===== src/rtl/sm64_pkg.sv =====
package sm64_pkg;

  localparam int unsigned OperandW  = 64;
  localparam int unsigned FractionW = 53;
  localparam int unsigned IntDrawW  = 31;
  localparam int unsigned DividendW = 48;
  localparam int unsigned HalfW     = 32;
  localparam int unsigned DivSteps  = DividendW;
  localparam int unsigned DivCntW   = $clog2(DivSteps);

  localparam logic [63:0] GoldenGamma = 64'h9E3779B97F4A7C15;
  localparam logic [63:0] MixMulA     = 64'hBF58476D1CE4E5B9;
  localparam logic [63:0] MixMulB     = 64'h94D049BB133111EB;

  typedef enum logic [1:0] {
    OP_RESEED = 2'd0,
    OP_FRAC   = 2'd1,
    OP_INT    = 2'd2,
    OP_NOP    = 2'd3
  } opcode_e;

  typedef struct packed {
    opcode_e                     opcode;
    logic signed [OperandW-1:0]  operand;
  } in_req_t;

  typedef struct packed {
    logic [FractionW-1:0] fraction;
    logic [IntDrawW-1:0]  int_draw;
  } out_req_t;

  // datapath commands
  typedef enum logic [3:0] {
    DP_IDLE,
    DP_LOAD,
    DP_RESEED,
    DP_ADVANCE,
    DP_MUL,
    DP_ACC,
    DP_XS27,
    DP_XS31,
    DP_DIV_LOAD,
    DP_DIV_STEP,
    DP_RESULT
  } dp_op_e;

  typedef struct packed {
    dp_op_e     op;
    logic [1:0] part;   // partial product: low*low, low*high, high*low
    logic       round;  // mix round: constant a or b
  } dp_cmd_t;

  typedef struct packed {
    opcode_e opcode;
    logic    bound_pos;
  } dp_sts_t;

  typedef enum logic [3:0] {
    S_IDLE,
    S_DECODE,
    S_ADVANCE,
    S_MUL,
    S_ACC,
    S_XS27,
    S_XS31,
    S_DIV_LOAD,
    S_DIV,
    S_DONE
  } ctrl_state_e;

  localparam logic [1:0] PartLast = 2'd2;

endpackage


===== src/rtl/sm64_dp.sv =====
module sm64_dp
  import sm64_pkg::*;
(
  input  logic     clk_i,
  input  logic     rst_ni,
  input  in_req_t  in_req_i,
  input  dp_cmd_t  cmd_i,
  output dp_sts_t  sts_o,
  output out_req_t out_req_o
);

  logic [63:0]          state_q, state_d;
  logic [63:0]          z_q, z_d;
  logic [63:0]          prod_q, prod_d;
  logic [63:0]          acc_q, acc_d;
  opcode_e              op_q, op_d;
  logic                 pos_q, pos_d;
  logic [OperandW-1:0]  operand_q, operand_d;
  logic [IntDrawW-1:0]  bound_q, bound_d;
  logic [DividendW-1:0] div_q, div_d;
  logic [IntDrawW-1:0]  rem_q, rem_d;
  out_req_t             res_q, res_d;

  logic [63:0]      adv;
  logic [63:0]      mul_const;
  logic [HalfW-1:0] mul_a, mul_b;
  logic [HalfW:0]   shifted;
  logic [HalfW:0]   trial;

  assign adv       = state_q + GoldenGamma;
  assign mul_const = cmd_i.round ? MixMulB : MixMulA;

  // one shared 32x32 multiplier, low 64 bits of the full product built in parts
  always_comb begin
    mul_a = z_q[HalfW-1:0];
    mul_b = mul_const[HalfW-1:0];
    case (cmd_i.part)
      2'd1:    mul_b = mul_const[63:HalfW];
      2'd2:    mul_a = z_q[63:HalfW];
      default: ;
    endcase
  end

  assign shifted = {1'b0, rem_q, div_q[DividendW-1]};
  assign trial   = shifted - {2'b00, bound_q};

  always_comb begin
    state_d   = state_q;
    z_d       = z_q;
    prod_d    = prod_q;
    acc_d     = acc_q;
    op_d      = op_q;
    pos_d     = pos_q;
    operand_d = operand_q;
    bound_d   = bound_q;
    div_d     = div_q;
    rem_d     = rem_q;
    res_d     = res_q;
    case (cmd_i.op)
      DP_LOAD: begin
        op_d      = in_req_i.opcode;
        operand_d = in_req_i.operand;
        pos_d     = !in_req_i.operand[OperandW-1] && (in_req_i.operand != '0);
        bound_d   = (in_req_i.operand[OperandW-2:IntDrawW] != '0) ? '1
                                                                  : in_req_i.operand[IntDrawW-1:0];
      end
      DP_RESEED:  state_d = operand_q;
      DP_ADVANCE: begin
        state_d = adv;
        z_d     = adv ^ (adv >> 30);
      end
      DP_MUL:     prod_d = mul_a * mul_b;
      DP_ACC: begin
        if (cmd_i.part == 2'd0) acc_d = prod_q;
        else acc_d = acc_q + {prod_q[HalfW-1:0], {HalfW{1'b0}}};
      end
      DP_XS27:    z_d = acc_q ^ (acc_q >> 27);
      DP_XS31:    z_d = acc_q ^ (acc_q >> 31);
      DP_DIV_LOAD: begin
        div_d = z_q[63:16];
        rem_d = '0;
      end
      DP_DIV_STEP: begin
        div_d = {div_q[DividendW-2:0], 1'b0};
        if (!trial[HalfW]) rem_d = trial[IntDrawW-1:0];
        else rem_d = shifted[IntDrawW-1:0];
      end
      DP_RESULT: begin
        res_d.fraction = (op_q == OP_FRAC) ? z_q[63:11] : '0;
        res_d.int_draw = (op_q == OP_INT && pos_q) ? rem_q : '0;
      end
      default: ;
    endcase
  end

  always_ff @(posedge clk_i or negedge rst_ni) begin
    if (!rst_ni) begin
      state_q <= GoldenGamma;
    end else begin
      state_q <= state_d;
    end
  end

  always_ff @(posedge clk_i) begin
    z_q       <= z_d;
    prod_q    <= prod_d;
    acc_q     <= acc_d;
    op_q      <= op_d;
    pos_q     <= pos_d;
    operand_q <= operand_d;
    bound_q   <= bound_d;
    div_q     <= div_d;
    rem_q     <= rem_d;
    res_q     <= res_d;
  end

  assign sts_o.opcode    = op_q;
  assign sts_o.bound_pos = pos_q;
  assign out_req_o       = res_q;

endmodule


===== src/rtl/sm64_ctrl.sv =====
module sm64_ctrl
  import sm64_pkg::*;
(
  input  logic    clk_i,
  input  logic    rst_ni,
  input  logic    in_valid_i,
  output logic    in_ready_o,
  output logic    out_valid_o,
  input  logic    out_ready_i,
  input  dp_sts_t sts_i,
  output dp_cmd_t cmd_o
);

  ctrl_state_e        state_q, state_d;
  logic [1:0]         part_q, part_d;
  logic               round_q, round_d;
  logic [DivCntW-1:0] cnt_q, cnt_d;
  logic               out_valid_q, out_valid_d;

  always_ff @(posedge clk_i or negedge rst_ni) begin
    if (!rst_ni) begin
      state_q     <= S_IDLE;
      part_q      <= '0;
      round_q     <= 1'b0;
      cnt_q       <= '0;
      out_valid_q <= 1'b0;
    end else begin
      state_q     <= state_d;
      part_q      <= part_d;
      round_q     <= round_d;
      cnt_q       <= cnt_d;
      out_valid_q <= out_valid_d;
    end
  end

  always_comb begin
    state_d     = state_q;
    part_d      = part_q;
    round_d     = round_q;
    cnt_d       = cnt_q;
    out_valid_d = out_valid_q && !out_ready_i;
    in_ready_o  = 1'b0;
    cmd_o.op    = DP_IDLE;
    cmd_o.part  = part_q;
    cmd_o.round = round_q;
    case (state_q)
      S_IDLE: begin
        in_ready_o = 1'b1;
        if (in_valid_i) begin
          cmd_o.op = DP_LOAD;
          state_d  = S_DECODE;
        end
      end
      S_DECODE: begin
        case (sts_i.opcode)
          OP_RESEED: begin
            cmd_o.op = DP_RESEED;
            state_d  = S_DONE;
          end
          OP_FRAC: state_d = S_ADVANCE;
          OP_INT:  state_d = sts_i.bound_pos ? S_ADVANCE : S_DONE;
          default: state_d = S_DONE;
        endcase
      end
      S_ADVANCE: begin
        cmd_o.op = DP_ADVANCE;
        part_d   = '0;
        round_d  = 1'b0;
        state_d  = S_MUL;
      end
      S_MUL: begin
        cmd_o.op = DP_MUL;
        state_d  = S_ACC;
      end
      S_ACC: begin
        cmd_o.op = DP_ACC;
        if (part_q == PartLast) begin
          part_d  = '0;
          state_d = round_q ? S_XS31 : S_XS27;
        end else begin
          part_d  = part_q + 2'd1;
          state_d = S_MUL;
        end
      end
      S_XS27: begin
        cmd_o.op = DP_XS27;
        round_d  = 1'b1;
        state_d  = S_MUL;
      end
      S_XS31: begin
        cmd_o.op = DP_XS31;
        state_d  = (sts_i.opcode == OP_INT) ? S_DIV_LOAD : S_DONE;
      end
      S_DIV_LOAD: begin
        cmd_o.op = DP_DIV_LOAD;
        cnt_d    = '0;
        state_d  = S_DIV;
      end
      S_DIV: begin
        cmd_o.op = DP_DIV_STEP;
        if (cnt_q == DivCntW'(DivSteps - 1)) state_d = S_DONE;
        else cnt_d = cnt_q + 1'b1;
      end
      S_DONE: begin
        if (!out_valid_q || out_ready_i) begin
          cmd_o.op    = DP_RESULT;
          out_valid_d = 1'b1;
          state_d     = S_IDLE;
        end
      end
      default: state_d = S_IDLE;
    endcase
  end

  assign out_valid_o = out_valid_q;

endmodule


===== src/rtl/splitmix64_random_generator_core.sv =====
// splitmix64 generator with one 64-bit state word, reset to the golden gamma
// 0x9e3779b97f4a7c15. each request carries an opcode and a signed 64-bit
// operand and yields exactly one response, in order. reseed loads the operand
// bit pattern into the state and answers with zeros. a fraction draw adds the
// golden gamma, mixes the state and returns the top 53 mixed bits (value / 2^53
// in [0,1)). an integer draw with bound n returns (mix >> 16) mod n, with n
// saturated to 2^31-1; a bound of zero or below answers zero and leaves the
// state alone, as does the unused opcode. the two mix multiplies run on one
// shared 32x32 multiplier, three partial products each with a register after
// the multiplier, and the modulo runs one quotient bit per cycle over the
// 48-bit dividend. one request is in flight at a time; a finished response
// sits in the output register, so the next request is taken while it waits.

module splitmix64_random_generator_core
  import sm64_pkg::*;
(
  input  logic     clk_i,
  input  logic     rst_ni,
  input  logic     in_valid_i,
  output logic     in_ready_o,
  input  in_req_t  in_req_i,
  output logic     out_valid_o,
  input  logic     out_ready_i,
  output out_req_t out_req_o
);

  // command and status between sequencer and datapath
  dp_cmd_t dp_cmd;
  dp_sts_t dp_sts;

  // sequencer: decode, multiply parts, xor-shift rounds, divide steps
  sm64_ctrl u_ctrl (
    .clk_i       (clk_i),
    .rst_ni      (rst_ni),
    .in_valid_i  (in_valid_i),
    .in_ready_o  (in_ready_o),
    .out_valid_o (out_valid_o),
    .out_ready_i (out_ready_i),
    .sts_i       (dp_sts),
    .cmd_o       (dp_cmd)
  );

  // generator state, mixer, serial remainder and response register
  sm64_dp u_dp (
    .clk_i     (clk_i),
    .rst_ni    (rst_ni),
    .in_req_i  (in_req_i),
    .cmd_i     (dp_cmd),
    .sts_o     (dp_sts),
    .out_req_o (out_req_o)
  );

endmodule


===== config.mk =====
export PLATFORM = sky130hd
export DESIGN_NAME = splitmix64_random_generator_core
export DESIGN_NICKNAME = d
export VERILOG_FILES = /design/src/rtl/sm64_pkg.sv /design/src/rtl/sm64_dp.sv /design/src/rtl/sm64_ctrl.sv /design/src/rtl/splitmix64_random_generator_core.sv
export SDC_FILE = /design/constraint.sdc
export NUM_CORES = 2
export LEC_CHECK = 0
export BUFFER_PORTS_ARGS = -buffer_cell sky130_fd_sc_hd__buf_2
export CAP_MARGIN = 10
export CORE_ASPECT_RATIO = 0.7
export CORE_MARGIN = 1.5
export CORE_UTILIZATION = 65
export DETAILED_ROUTE_END_ITERATION = 12
export HOLD_SLACK_MARGIN = 0.15
export PLACE_DENSITY = 0.83
export RECOVER_POWER = 25
export SLEW_MARGIN = 0
export SYNTH_ARGS = -nofsm -noshare
export SYNTH_HDL_FRONTEND = slang
export SYNTH_SLANG_ARGS = --single-unit
export TNS_END_PERCENT = 20

===== constraint.sdc =====
create_clock -name clk_i -period 21.9 [get_ports clk_i]
set_input_delay 4.38 -clock clk_i [delete_from_list [all_inputs] [get_ports clk_i]]
set_output_delay 4.38 -clock clk_i [all_outputs]
set_load 0.03 [all_outputs]

==> results_dict.tcl <==
set metrics [dict create \
    clock.fmax_mhz 94.81 \
    share_of_post_route_cells_with_drive_strength_above_1 0.07200 \
    area.sequential_sq_um 15610 \
    clockBufferDepth 3 \
    critical_path_peak_fanout 35 \
    syn_nets 6850 \
    cts-root-buf "clkbuf_16" \
    buffer_ports.inserted 155 \
    sink_count_of_the_clock_tree 531 \
    routed_wirelength_microns 193500 \
    place_ws_ns 11.63 \
    initial_utilization 0.6616 \
    synth-async-reset-ratio 0.1469 \
    maxSlewHeadroom -1.475 \
    setup_viol 0 \
    critical_path.endpoint_type "flop" \
    setup.worst_path.start_class "flop" \
    dpl-instance-area_sq_um 57990 \
    detail_route.drc_violations 0 \
    setup_repair_after_global_routing_missed_its_margin "no" \
    final-max-slew-violation-count 507 \
    mostFrequentLayoutCells "inv_1 (1132), fa_1 (803), nand2_1 (519), edfxtp_1 (453), ha_1 (418)" \
    timing.max_cap.violations 10 \
    path_common_cell "inv_1" \
    fin_crit_sh 0.4816 \
    cts_made_buffers 44 \
    syn_avg_cell_area_sq_um 10.10 \
    postSynthCellCount 5559 \
    area.growth.synth_to_final_pct 6.049 \
    grt.overflow.total 0 \
    seq_area_frac_synth 0.2779 \
    worst_pin_slew_ns 3.713 \
    drt-initial-drc-count 6361 \
    drt_pass1_iterations 6 \
    first_global_vias 42448 \
    setup_buffers_after_cts 0 \
    layout.cells.most_common "inv_1" \
    setup-tns-final_ns 0 \
    num_rows 89 \
    synth_top_flop_cell "edfxtp_1" \
    yosysTopAreaCell "fa_1" \
    post_drt_wl_per_cell_microns 28.55 \
    ctsHoldBuffers 0 \
    clock_skew_ns 0.02149 \
    crit_path_max_incr_delay_ns 0.87 \
    hold_class "reg2reg" \
    syn-cell-area_sq_um 56140 \
    detailed_place_hpwl_microns 160000 \
    grt_max_degree 80 \
    path_clk_slew_ns 0.07 \
    final_util 0.7016 \
    multi_input_comb_area_sq_um 35550 \
    finalHoldViolations 0 \
    synth_cell_types 83 \
    dieArea_sq_um 88170 \
    io_pins 156 \
    number_of_h_tree_branching_levels 2 \
    cts.repair.resized 0 \
    antenna_found_initial 14 \
    num_vias 43226 \
    fp.coreArea_sq_um 84850 \
    nNetsFinal 6880 \
    synth.ff_latch_count 531 \
    worst_ep_arrival_time_ns 10.89 \
    n_fill_cell 6459 \
    route.detailed.vias_per_inst 6.378 \
    critPathRequiredTime_ns 22.24 \
    outcome "finished with violations" \
    gp_congestion 1.066 \
    grtUsageTotal 0.4422 \
    critPathKind "reg2reg" \
    final_antenna_net_count 0 \
    die_w_microns 354.3 \
    cts_tree "done" \
    final_design_area_no_fill_sq_um 59540 \
    violations "capacitance limit, slew limit" \
    die_y_microns 248.9 \
    post_route_setup_slack_ns 11.35 \
    edff_count_synth 453 \
    insertion_delay_ns 0.61 \
    timing.final.crit_period_ns 10.55 \
    grt_pass1_wl_microns 281700 \
    ys.warnings.count 0 \
    critical_path.slowest_cell "mux2i_1" \
    synth_top_cell_area_share 0.2863 \
    netlist_top_cells_area "fa_1 (29%), edfxtp_1 (24%), ha_1 (9.3%)" \
]
[worst paths after layout]
| path | startpoint | to | slack [ns] | cells after the start |
|---|---|---|---|---|
| worst max-delay path | u_ctrl.part_q[1] | u_dp.prod_q[63] | 11.35 | 33 |
| worst min register to register | u_dp.operand_q[55] | u_dp.state_q[55] | 0.46 | 2 |
| worst min-delay path | u_dp.operand_q[55] | u_dp.state_q[55] | 0.46 | 2 |
| min in group asynchronous | rst_ni | u_dp.state_q[42] | 3.68 | 1 |
| max in group asynchronous | rst_ni | u_ctrl.round_q | 17.01 | 2 |
| worst max register to register | u_ctrl.part_q[1] | u_dp.prod_q[63] | 11.35 | 33 |
[through the flow]
step                hold WS [ns]  instances
finish                    0.4591       6777
global route              0.5002       6762
CTS                       0.4609       6762
detailed placement        0.4397       6680
global placement          0.4371       6680
floorplan                 0.4260       5559
[cell families (layout without fill, tap and decap cells)]
logic type                 after synthesis  in the layout  synth area share
DFF                                    531            531            0.2779
adders and majority gates             1221           1221            0.3795
AOI/OAI and AO/OA                      821            821           0.09759
other                                    0             15                 0
muxes                                   38             38          0.007176
xor gates and xnor gates               208            208           0.03245
buffers and inverters                 1355           1421           0.09080
and+or+nand+nor                       1385           1385            0.1146
[per-layer routing]
| metal | global-route usage | vias up | wire length [microns] |
|---|---|---|---|
| met5 | 0.03838 | - | 1026 |
| met4 | 0.1369 | 22 | 7608 |
| met3 | 0.1908 | 416 | 31590 |
| met2 | 0.5812 | 3146 | 76030 |
| met1 | 0.6542 | 21477 | 77200 |
| li1 | - | 18165 | - |
[cell type report]
type,count,area share
multi-input cells,3673,0.5971
inverters,1137,0.07168
clock buffers,65,0.02152
diodes,15,0.0006305
clock inverters,17,0.004686
well taps,1137,0.02389
repair buffers,202,0.01837
flip-flops and latches,531,0.2621
[cells in the mapped netlist, drive strengths merged, types with 24 or more instances]
library cell / n
nor4: 24
dfrtp: 40
o22ai: 49
nand4: 32
o21ai: 171
nor3: 72
clkbuf: 203
or3: 48
a211oi: 27
xor2: 74
nand3: 42
edfxtp: 453
a21oi: 240
a221o: 41
ha: 418
o221a: 35
fa: 803
and3: 64
nor2: 343
nand2: 522
o21a: 26
dfstp: 38
a21o: 68
nand2b: 46
a221oi: 37
xnor2: 134
and2: 124
inv: 1132
[flip-flops by register name (all words and copies together) (netlist names)]
signal,count
u_dp.z_q,64
u_dp.operand_q,64
u_dp.acc_q,64
u_ctrl.round_q,1
u_dp.out_req_o,84
u_dp.state_q,64
u_ctrl.cnt_q,6
u_ctrl.part_q,2
u_dp.rem_q,31
u_dp.pos_q,1
u_dp.prod_q,64
u_ctrl.state_q,4
u_dp.bound_q,31
u_ctrl.out_valid_o,1
u_dp.div_q,48
u_dp.op_q,2
[worst max-delay path, delay by kind of cell (launching register included)]
family / cells / cell delay, ns
adder cells (fa/ha/maj): 9 / 4.56
multiplexers: 2 / 1.15
AND/OR/NAND/NOR: 6 / 1.14
AO/OA/AOI/OAI: 6 / 1.29
flip-flops: 1 / 0.48
buffers and inverters: 10 / 1.60
Power is left out: the tool's default activity adds up to more than one toggle a clock period on the data nets, which glitch-free logic cannot reach.
